--- config.mk ---
export PLATFORM = sky130hd
export DESIGN_NAME = deadline_slot_allocator
export DESIGN_NICKNAME = d
export VERILOG_FILES = /design/src/hw/rtl/dsa_pkg.sv /design/src/hw/rtl/dsa_ctrl.sv /design/src/hw/rtl/dsa_datapath.sv /design/src/hw/rtl/deadline_slot_allocator.sv
export VERILOG_INCLUDE_DIRS = /design/src /design/src/hw/rtl
export SDC_FILE = /design/constraint.sdc
export NUM_CORES = 2
export LEC_CHECK = 0
export BUFFER_PORTS_ARGS = -buffer_cell sky130_fd_sc_hd__clkbuf_2
export CAP_MARGIN = 0
export CORE_MARGIN = 4
export CORE_UTILIZATION = 45
export CTS_CLUSTER_DIAMETER = 60
export CTS_CLUSTER_SIZE = 10
export DETAILED_ROUTE_END_ITERATION = 16
export GPL_TIMING_DRIVEN = 0
export PLACE_DENSITY = 0.68
export SLEW_MARGIN = 20
export SYNTH_ARGS = -nofsm -noshare
export SYNTH_HDL_FRONTEND = slang
export SYNTH_MEMORY_MAX_BITS = 65536
export SYNTH_SLANG_ARGS = --single-unit
--- constraint.sdc ---
create_clock -name clk_i -period 20 [get_ports clk_i]
set_input_delay 1 -clock clk_i [delete_from_list [all_inputs] [get_ports clk_i]]
set_output_delay 1 -clock clk_i [all_outputs]
set_load 0.02 [all_outputs]
--- src/hw/rtl/assert_macros.svh ---
// Assertion macros shared by the slot allocator RTL.
// Every macro samples on clk_i and is disabled while rst_ni is low.
`ifndef ASSERT_MACROS_SVH
`define ASSERT_MACROS_SVH

// A condition that must hold at every clock edge.
`define DSA_ASSERT(lbl, cond) \
  lbl: assert property (@(posedge clk_i) disable iff (!rst_ni) (cond)) \
    else $error("dsa assertion failed");

// A condition that must hold at an edge where the antecedent holds.
`define DSA_ASSERT_IMP(lbl, ante, cons) \
  lbl: assert property (@(posedge clk_i) disable iff (!rst_ni) (ante) |-> (cons)) \
    else $error("dsa assertion failed");

`endif

--- src/hw/rtl/dsa_pkg.sv ---
// Shared types and constants for the deadline slot allocator.
// Used by dsa_ctrl, dsa_datapath and the top level; no dependencies.
package dsa_pkg;

  localparam int MaxSlotsDef   = 256;
  localparam int ResetSlots    = 256;
  localparam int JobIdW        = 16;
  localparam int DeadlineW     = 9;
  localparam int SlotW         = 9;
  localparam int CfgW          = 9;

  typedef enum logic [3:0] {
    S_CLEAR,
    S_IDLE,
    S_FIND_RD,
    S_FIND_CHK,
    S_CP_CHK,
    S_CP_RD,
    S_CP_WR,
    S_JOIN_A,
    S_JOIN_B,
    S_DONE
  } state_e;

  typedef enum logic [3:0] {
    OP_NONE,
    OP_CLR,
    OP_START,
    OP_READ,
    OP_HOP,
    OP_ROOT,
    OP_CP_WR,
    OP_NEXT,
    OP_JOIN_A,
    OP_JOIN_B,
    OP_FINISH
  } op_e;

  typedef struct packed {
    logic full;
    logic is_root;
    logic at_root;
    logic same_root;
    logic clr_last;
    logic out_free;
  } status_t;

endpackage

--- src/hw/rtl/dsa_ctrl.sv ---
// Sequencer for the deadline slot allocator: clearing pass, two finds with
// path collapsing, the union, and result hand-off. Depends on dsa_pkg.
module dsa_ctrl
  import dsa_pkg::*;
(
  input  logic    clk_i,
  input  logic    rst_ni,
  input  logic    in_valid_i,
  input  logic    cfg_we_i,
  input  status_t status_i,
  output logic    in_ready_o,
  output op_e     op_o
);

  state_e state_q, state_d;
  logic   phase_q, phase_d;

  always_ff @(posedge clk_i or negedge rst_ni) begin
    if (!rst_ni) begin
      state_q <= S_CLEAR;
      phase_q <= 1'b0;
    end else begin
      state_q <= state_d;
      phase_q <= phase_d;
    end
  end

  // Next state.
  always_comb begin
    state_d = state_q;
    phase_d = phase_q;
    unique case (state_q)
      S_CLEAR: begin
        if (status_i.clr_last) state_d = S_IDLE;
      end
      S_IDLE: begin
        if (in_valid_i) begin
          phase_d = 1'b0;
          state_d = status_i.full ? S_DONE : S_FIND_RD;
        end
      end
      S_FIND_RD:  state_d = S_FIND_CHK;
      S_FIND_CHK: state_d = status_i.is_root ? S_CP_CHK : S_FIND_RD;
      S_CP_CHK: begin
        if (!status_i.at_root) begin
          state_d = S_CP_RD;
        end else if (!phase_q) begin
          phase_d = 1'b1;
          state_d = S_FIND_RD;
        end else begin
          state_d = status_i.same_root ? S_DONE : S_JOIN_A;
        end
      end
      S_CP_RD:  state_d = S_CP_WR;
      S_CP_WR:  state_d = S_CP_CHK;
      S_JOIN_A: state_d = S_JOIN_B;
      S_JOIN_B: state_d = S_DONE;
      S_DONE: begin
        if (status_i.out_free) state_d = S_IDLE;
      end
      default: state_d = S_CLEAR;
    endcase
    // A register write restarts the clearing pass.
    if (cfg_we_i) state_d = S_CLEAR;
  end

  // Outputs.
  always_comb begin
    op_o       = OP_NONE;
    in_ready_o = 1'b0;
    unique case (state_q)
      S_CLEAR: op_o = OP_CLR;
      S_IDLE: begin
        in_ready_o = 1'b1;
        if (in_valid_i) op_o = OP_START;
      end
      S_FIND_RD:  op_o = OP_READ;
      S_FIND_CHK: op_o = status_i.is_root ? OP_ROOT : OP_HOP;
      S_CP_CHK: begin
        if (status_i.at_root && !phase_q) op_o = OP_NEXT;
      end
      S_CP_RD:  op_o = OP_READ;
      S_CP_WR:  op_o = OP_CP_WR;
      S_JOIN_A: op_o = OP_JOIN_A;
      S_JOIN_B: op_o = OP_JOIN_B;
      S_DONE: begin
        if (status_i.out_free) op_o = OP_FINISH;
      end
      default: op_o = OP_NONE;
    endcase
  end

endmodule

--- src/hw/rtl/dsa_datapath.sv ---
// Datapath of the deadline slot allocator: union-find store, walk registers,
// union arithmetic and the output register. Depends on dsa_pkg and assert_macros.svh.
`include "assert_macros.svh"
module dsa_datapath
  import dsa_pkg::*;
#(
  parameter int MAX_SLOTS = MaxSlotsDef
) (
  input  logic                 clk_i,
  input  logic                 rst_ni,
  input  op_e                  op_i,
  input  logic                 cfg_we_i,
  input  logic [CfgW-1:0]      cfg_value_i,
  input  logic [JobIdW-1:0]    job_id_i,
  input  logic [DeadlineW-1:0] deadline_i,
  input  logic                 out_ready_i,
  output status_t              status_o,
  output logic                 out_valid_o,
  output logic [JobIdW-1:0]    job_id_out_o,
  output logic [SlotW-1:0]     slot_o,
  output logic                 late_o,
  output logic                 full_res_o
);

  localparam int SW     = $clog2(MAX_SLOTS + 1);
  localparam int EW     = 1 + 2 * SW;
  localparam int RstSlt = (ResetSlots > MAX_SLOTS) ? MAX_SLOTS : ResetSlots;

  // Entry: {root flag, size when root or parent otherwise, free slot}.
  logic [EW-1:0] mem [MAX_SLOTS + 1];
  logic [EW-1:0] rdata_q;
  logic          mem_we, mem_re;
  logic [SW-1:0] wr_addr;
  logic [EW-1:0] wr_data;

  logic [SW-1:0] slots_q, clr_cnt_q, placed_q;
  logic [SW-1:0] cur_q, start_q, r_q, root_val_q, root_free_q;
  logic [SW-1:0] a_q, a_size_q, a_free_q, s_q, dl_q;
  logic          late_q, full_q;
  logic [JobIdW-1:0] id_q;
  logic          out_valid_q;

  logic          rd_root;
  logic [SW-1:0] rd_val, rd_free, tot;
  logic          a_smaller;
  logic [31:0]   cfg_v, dl_v, s_v, slot_v;

  assign rd_root   = rdata_q[EW-1];
  assign rd_val    = rdata_q[2*SW-1:SW];
  assign rd_free   = rdata_q[SW-1:0];
  assign tot       = a_size_q + root_val_q;
  assign a_smaller = a_size_q < root_val_q;

  always_comb begin
    cfg_v = 32'(cfg_value_i);
    if (cfg_v == 32'd0) cfg_v = 32'd1;
    if (cfg_v > 32'(MAX_SLOTS)) cfg_v = 32'(MAX_SLOTS);
    dl_v = 32'(deadline_i);
    if (dl_v > 32'(slots_q)) dl_v = 32'(slots_q);
    s_v = 32'(root_free_q);
    if (s_v == 32'd0 || s_v > 32'(slots_q)) s_v = 32'(slots_q);
    slot_v = full_q ? 32'd0 : 32'(s_q);
  end

  // Store write port.
  always_comb begin
    mem_we  = 1'b0;
    wr_addr = cur_q;
    wr_data = {1'b0, r_q, rd_free};
    unique case (op_i)
      OP_CLR: begin
        mem_we  = 1'b1;
        wr_addr = clr_cnt_q;
        // Node zero links to the last slot, which gives the wrap.
        wr_data = (clr_cnt_q == '0) ? {1'b0, slots_q, {SW{1'b0}}}
                                    : {1'b1, SW'(1), clr_cnt_q};
      end
      OP_CP_WR: mem_we = 1'b1;
      OP_JOIN_A: begin
        mem_we  = 1'b1;
        wr_addr = a_smaller ? a_q : r_q;
        wr_data = a_smaller ? {1'b0, r_q, a_free_q} : {1'b0, a_q, root_free_q};
      end
      OP_JOIN_B: begin
        mem_we  = 1'b1;
        wr_addr = a_smaller ? r_q : a_q;
        wr_data = {1'b1, tot, root_free_q};
      end
      default: mem_we = 1'b0;
    endcase
  end

  assign mem_re = (op_i == OP_READ);

  always_ff @(posedge clk_i) begin
    if (mem_we) mem[wr_addr] <= wr_data;
    if (mem_re) rdata_q <= mem[cur_q];
  end

  always_ff @(posedge clk_i or negedge rst_ni) begin
    if (!rst_ni) begin
      slots_q     <= SW'(RstSlt);
      clr_cnt_q   <= '0;
      placed_q    <= '0;
      out_valid_q <= 1'b0;
    end else begin
      if (op_i == OP_FINISH) begin
        out_valid_q <= 1'b1;
      end else if (out_ready_i) begin
        out_valid_q <= 1'b0;
      end
      if (cfg_we_i) begin
        slots_q   <= cfg_v[SW-1:0];
        clr_cnt_q <= '0;
        placed_q  <= '0;
      end else if (op_i == OP_CLR) begin
        clr_cnt_q <= clr_cnt_q + 1'b1;
        placed_q  <= '0;
      end else if (op_i == OP_FINISH && !full_q) begin
        placed_q <= placed_q + 1'b1;
      end
    end
  end

  always_ff @(posedge clk_i) begin
    unique case (op_i)
      OP_START: begin
        id_q    <= job_id_i;
        full_q  <= placed_q >= slots_q;
        dl_q    <= dl_v[SW-1:0];
        cur_q   <= dl_v[SW-1:0];
        start_q <= dl_v[SW-1:0];
      end
      OP_HOP: cur_q <= rd_val;
      OP_ROOT: begin
        r_q         <= cur_q;
        root_val_q  <= rd_val;
        root_free_q <= rd_free;
        cur_q       <= start_q;
      end
      OP_CP_WR: cur_q <= rd_val;
      OP_NEXT: begin
        a_q      <= r_q;
        a_size_q <= root_val_q;
        a_free_q <= root_free_q;
        s_q      <= s_v[SW-1:0];
        late_q   <= (dl_q != '0) && (s_v[SW-1:0] > dl_q);
        cur_q    <= s_v[SW-1:0] - 1'b1;
        start_q  <= s_v[SW-1:0] - 1'b1;
      end
      OP_FINISH: begin
        job_id_out_o <= id_q;
        slot_o       <= slot_v[SlotW-1:0];
        late_o       <= late_q && !full_q;
        full_res_o   <= full_q;
      end
      default: begin
      end
    endcase
  end

  assign out_valid_o        = out_valid_q;
  assign status_o.full      = placed_q >= slots_q;
  assign status_o.is_root   = rd_root;
  assign status_o.at_root   = cur_q == r_q;
  assign status_o.same_root = r_q == a_q;
  assign status_o.clr_last  = clr_cnt_q == SW'(MAX_SLOTS);
  assign status_o.out_free  = !out_valid_q || out_ready_i;

  `DSA_ASSERT(a_placed_bound, placed_q <= slots_q)
  `DSA_ASSERT_IMP(a_join_distinct, op_i == OP_JOIN_A, r_q != a_q)
  `DSA_ASSERT_IMP(a_full_shape, out_valid_q && full_res_o, slot_o == '0 && !late_o)
  `DSA_ASSERT_IMP(a_placed_slot, out_valid_q && !full_res_o, slot_o != '0)

endmodule

--- src/hw/rtl/deadline_slot_allocator.sv ---
// Deadline slot allocator: places each job, given in order of falling profit, in the
// latest free slot at or before its deadline, wrapping to the latest free slot (late)
// or reporting full. One job is in work at a time. The union is skipped when both
// searches end at the same root, which happens when the job fills the last free set,
// and the searches are skipped too when the schedule is already full. Each parent link
// walked in the two union-find searches is followed and then collapsed, through the
// single read port of the set store. A result that waits on out_ready_i holds the
// block for as long as it waits. After reset and after every slots_in_use write, a
// clearing pass over store entries 0 to MAX_SLOTS runs before jobs are accepted.
// Depends on dsa_pkg and submodules.
module deadline_slot_allocator
  import dsa_pkg::*;
#(
  parameter int MAX_SLOTS = MaxSlotsDef
) (
  input  logic                 clk_i,
  input  logic                 rst_ni,
  input  logic                 cfg_valid_i,
  output logic                 cfg_ready_o,
  input  logic [CfgW-1:0]      slots_in_use_i,
  input  logic                 in_valid_i,
  output logic                 in_ready_o,
  input  logic [JobIdW-1:0]    job_id_i,
  input  logic [DeadlineW-1:0] deadline_i,
  output logic                 out_valid_o,
  input  logic                 out_ready_i,
  output logic [JobIdW-1:0]    job_id_out_o,
  output logic [SlotW-1:0]     slot_o,
  output logic                 late_o,
  output logic                 full_res_o
);

  op_e     op;
  status_t status;
  logic    cfg_we;

  assign cfg_ready_o = 1'b1;
  assign cfg_we      = cfg_valid_i && cfg_ready_o;

  dsa_ctrl u_ctrl (
    .clk_i      (clk_i),
    .rst_ni     (rst_ni),
    .in_valid_i (in_valid_i),
    .cfg_we_i   (cfg_we),
    .status_i   (status),
    .in_ready_o (in_ready_o),
    .op_o       (op)
  );

  dsa_datapath #(
    .MAX_SLOTS (MAX_SLOTS)
  ) u_datapath (
    .clk_i        (clk_i),
    .rst_ni       (rst_ni),
    .op_i         (op),
    .cfg_we_i     (cfg_we),
    .cfg_value_i  (slots_in_use_i),
    .job_id_i     (job_id_i),
    .deadline_i   (deadline_i),
    .out_ready_i  (out_ready_i),
    .status_o     (status),
    .out_valid_o  (out_valid_o),
    .job_id_out_o (job_id_out_o),
    .slot_o       (slot_o),
    .late_o       (late_o),
    .full_res_o   (full_res_o)
  );

endmodule

==> out/metrics.cfg <==
[drt]
ant_nets = 0
vias_per_cell = 6.52
vias = 106559
wl_per_cell_um = 36.7
drt-initial-drc-count = 18262
drc = 0
drtPass1Iterations = 8
finalWirelength_um = 600000

[sta]
whs_ns = 0.0997
fin_crit_ns = 7.29
max_slew.worst_pin.slew_ns = 1.26
max_freq_mhz = 137
finalHoldViolations = 0
rsz0062_at_grt = false
tns_ns = 0
min_period_over_period_pct = 36.4
relSlewSlack_pct = 15.9
drv_slew = 0
setup_viol = 0
finClkSkew_ns = 0.0399

[worst_setup_path]
startpoint = u_datapath.cur_q[1]$_DFFE_PP_
crit_fanout = 11
critical_path_required_ns = 20.76
rrSetupSlack_ns = 12.71
crit_type = flip-flop to flip-flop
r2r_end = u_datapath.mem[31][13]$_DFFE_PP_
critPathCaptureType = flip-flop
r2r-start = u_datapath.cur_q[1]$_DFFE_PP_
critPathLaunchType = flip-flop
worstPathArrival_ns = 8.04
worstRegToRegCells = 12

[yosys]
syn_nets = 9296
syn_inst = 9199
yosysWarnings = 0
synth_edf_count = 5037
synthArstFlopShare_pct = 0.651
syn_area_sq_um = 197000
synth_area_per_cell_sq_um = 21.4
yosysUniqueCellTypes = 81
synth-seq-cells = 5070
ys_seq_area_share_pct = 77.1
ys.flop_type = edfxtp_1

[global_route]
grt_use_met2_pct = 39.2
grt_use_met3_pct = 7.48
grt_pass1_vias = 104704
grt_pass1_wl_um = 828000
grt_max_degree = 65
grt_use_total_pct = 26.2
use_met1_pct = 35.0
busiest_layer = met2
antenna_found_initial = 52
grt_overflow = 0

[run_status]
status = complete, no violations

[run]
cap_violations = 0

[floorplanning]
pin_count = 69
chipWidth_um = 670
die_h_um = 670
core_sq_um = 436000
fp.dieArea_sq_um = 449000
rows = 242
initial_utilization_pct = 45.3

[final_layout]
syn_to_final_growth_pct = 17.2
drive_gt1_share_pct = 29.6
nets = 10574

[clock_network]
insertion_delay_ns = 1.06
cts_resized = 0
numCtsBuffers = 584
cts_root_buffer = clkbuf_16
post_cts_buffers = 0
cts_hold_buf = 0
cts_tree = built
cts_buffer_depth = 4
cts.reportedPaths.clkPinSlew_ns = 0.06
clock_sinks = 5070
htreeDepth = 6

[pwr]
pwr-share-comb_pct = 2.2
p_sw_share_pct = 20.2
peakVddDrop_uv = 91.1
p_sw_uw = 4340
p_leak_uw = 0.0746
pwr-share-clk_pct = 43.2
internal_power_uw = 17200
power_density_nw_per_um2 = 93.2
pwr-share-seq_pct = 54.6

[min_path]
min_path_type = input port to async pin

[place]
port_buffers = 66
gp_congestion = 0.953
dp_hpwl_um = 431000

registers in the layout, indices dropped and copies added (netlist names), 16 cells and up:
register,cells
u_datapath.rdata_q,19
u_datapath.job_id_out_o,16
u_datapath.id_q,16
u_datapath.mem,4883
power by group through the flow:
stage               Combinational (uW)  Clock (uW)  Sequential, uW
floorplan                          162           0           12100
global route                       494        9800           11800
finish                             482        9300           11800
detailed placement                 468           0           12000
global placement                   323           0           12200
CTS                                469        9360           11800
logic make-up (layout without fill, tap and decap cells):
family	Yosys count	after routing	synth area share, %
other cells	1	35	0.00190
fa+ha+maj	58	58	0.372
xor+xnor	45	45	0.200
mux	1467	1467	14.7
compound gates	858	858	3.27
buf+inv	641	2024	1.39
flops	5070	5070	77.1
simple gates	1059	1059	2.99
final cells by class:
cell class | count | area [sq um]
Inverter | 77 | 289
Clock inverter | 56 | 637
Timing Repair Buffer | 692 | 9180
Sequential cell | 5070 | 152000
Antenna cell | 34 | 85.1
Clock buffer | 635 | 15100
Fill cell | 32370 | 204000
Buffer | 564 | 2560
Multi-Input combinational cell | 3488 | 44100
Tap cell | 5734 | 7170
per-stage QoR:
| step | std cells | util (%) | instance area (sq um) | setup slack (ns) | power, uW |
|---|---|---|---|---|---|
| 2_1_floorplan | 9199 | - | 197000 | 6.14 | 12200 |
| 3_3_place_gp | 14999 | 47.0 | 205000 | -9.70 | 12500 |
| 3_5_place_dp | 15625 | 49.4 | 215000 | 13.20 | 12400 |
| 4_1_cts | 16316 | 53.0 | 231000 | 13.16 | 21600 |
| 5_1_grt | 16320 | 53.0 | 231000 | 13.06 | 22000 |
| 6_report | 16350 | 53.1 | 231000 | 12.71 | 21500 |
layout by cell type (no fill, tap or decap), drive strengths merged, types with 23 or more instances in the layout:
cell / netlist / layout
nand2: 282 / 282
nand3: 99 / 99
diode: 0 / 34
dfrtp: 32 / 32
nor3: 290 / 290
a221oi: 79 / 79
o31ai: 25 / 25
mux2i: 300 / 300
xnor2: 24 / 24
a211oi: 78 / 78
o21ai: 112 / 112
a21oi: 80 / 80
nor2b: 79 / 79
ha: 57 / 57
mux2: 27 / 27
mux4: 1140 / 1140
buf: 246 / 871
clkbuf: 318 / 1020
nand4: 165 / 165
a22o: 38 / 38
a221o: 44 / 44
nor2: 70 / 70
inv: 77 / 110
a31oi: 23 / 23
edfxtp: 5037 / 5037
a22oi: 236 / 236
worst max-delay path by stage:
stage                                        end  slack [ns]  cells after the start
3_5_place_dp    u_datapath.mem[31][13]$_DFFE_PP_       13.20                     12
5_1_grt         u_datapath.mem[31][13]$_DFFE_PP_       13.06                     12
2_1_floorplan    u_datapath.mem[0][17]$_DFFE_PP_        6.14                     10
3_3_place_gp   u_datapath.mem[116][14]$_DFFE_PP_       -9.70                      9
6_report        u_datapath.mem[31][13]$_DFFE_PP_       12.71                     12
4_1_cts          u_datapath.mem[11][8]$_DFFE_PP_       13.16                     13
worst max-delay path, cell delays in order, from the launching register on:
cell and delay [ns]:
edfxtp_1 0.40, clkbuf_1 0.69, buf_2 0.41, buf_2 0.72, buf_2 0.74, or2_2 0.22, a21oi_1 0.10, a41oi_4 0.70
nand4_4 0.69, buf_2 0.76, nor3_2 0.92, buf_4 0.31, buf_4 0.18
layer usage:
metal  part of all wire, %  vias to the layer above
met4                   6.2                       36
li1                      -                    41397
met5                 0.042                        -
met1                    36                    56019
met2                    45                     7657
met3                    13                     1450
cell usage after synthesis, types with 9 or more instances:
cell | count | share of area, %
o21a_1 | 16 | 0.061
dfrtp_1 | 32 | 0.41
nor2b_1 | 79 | 0.25
a21boi_0 | 18 | 0.068
nand2_1 | 282 | 0.54
a22oi_1 | 236 | 0.90
o21ai_0 | 108 | 0.27
o31ai_1 | 24 | 0.091
a41oi_1 | 20 | 0.089
o221a_2 | 18 | 0.10
xor2_1 | 21 | 0.093
a21oi_1 | 79 | 0.20
mux2i_1 | 300 | 1.5
nand3_1 | 99 | 0.25
nand4_4 | 12 | 0.13
a221o_1 | 43 | 0.22
inv_1 | 76 | 0.14
o22ai_1 | 9 | 0.029
buf_6 | 11 | 0.063
buf_2 | 175 | 0.44
a22o_1 | 38 | 0.17
nor3_1 | 210 | 0.53
edfxtp_1 | 5037 | 77
or2_2 | 10 | 0.032
a211oi_1 | 78 | 0.30
a2111oi_0 | 20 | 0.089
nand4_1 | 151 | 0.48
a31oi_1 | 23 | 0.073
nor2_1 | 70 | 0.13
a222oi_1 | 12 | 0.061
and2_1 | 9 | 0.029
nor3_2 | 80 | 0.41
ha_1 | 57 | 0.36
clkbuf_1 | 318 | 0.61
a221oi_1 | 78 | 0.35
mux2_2 | 27 | 0.15
xnor2_1 | 24 | 0.11
mux4_2 | 1140 | 13
buf_4 | 10 | 0.038
buf_1 | 50 | 0.095
nand2b_1 | 16 | 0.051
Note: power is estimated with default switching activity, not from simulation.
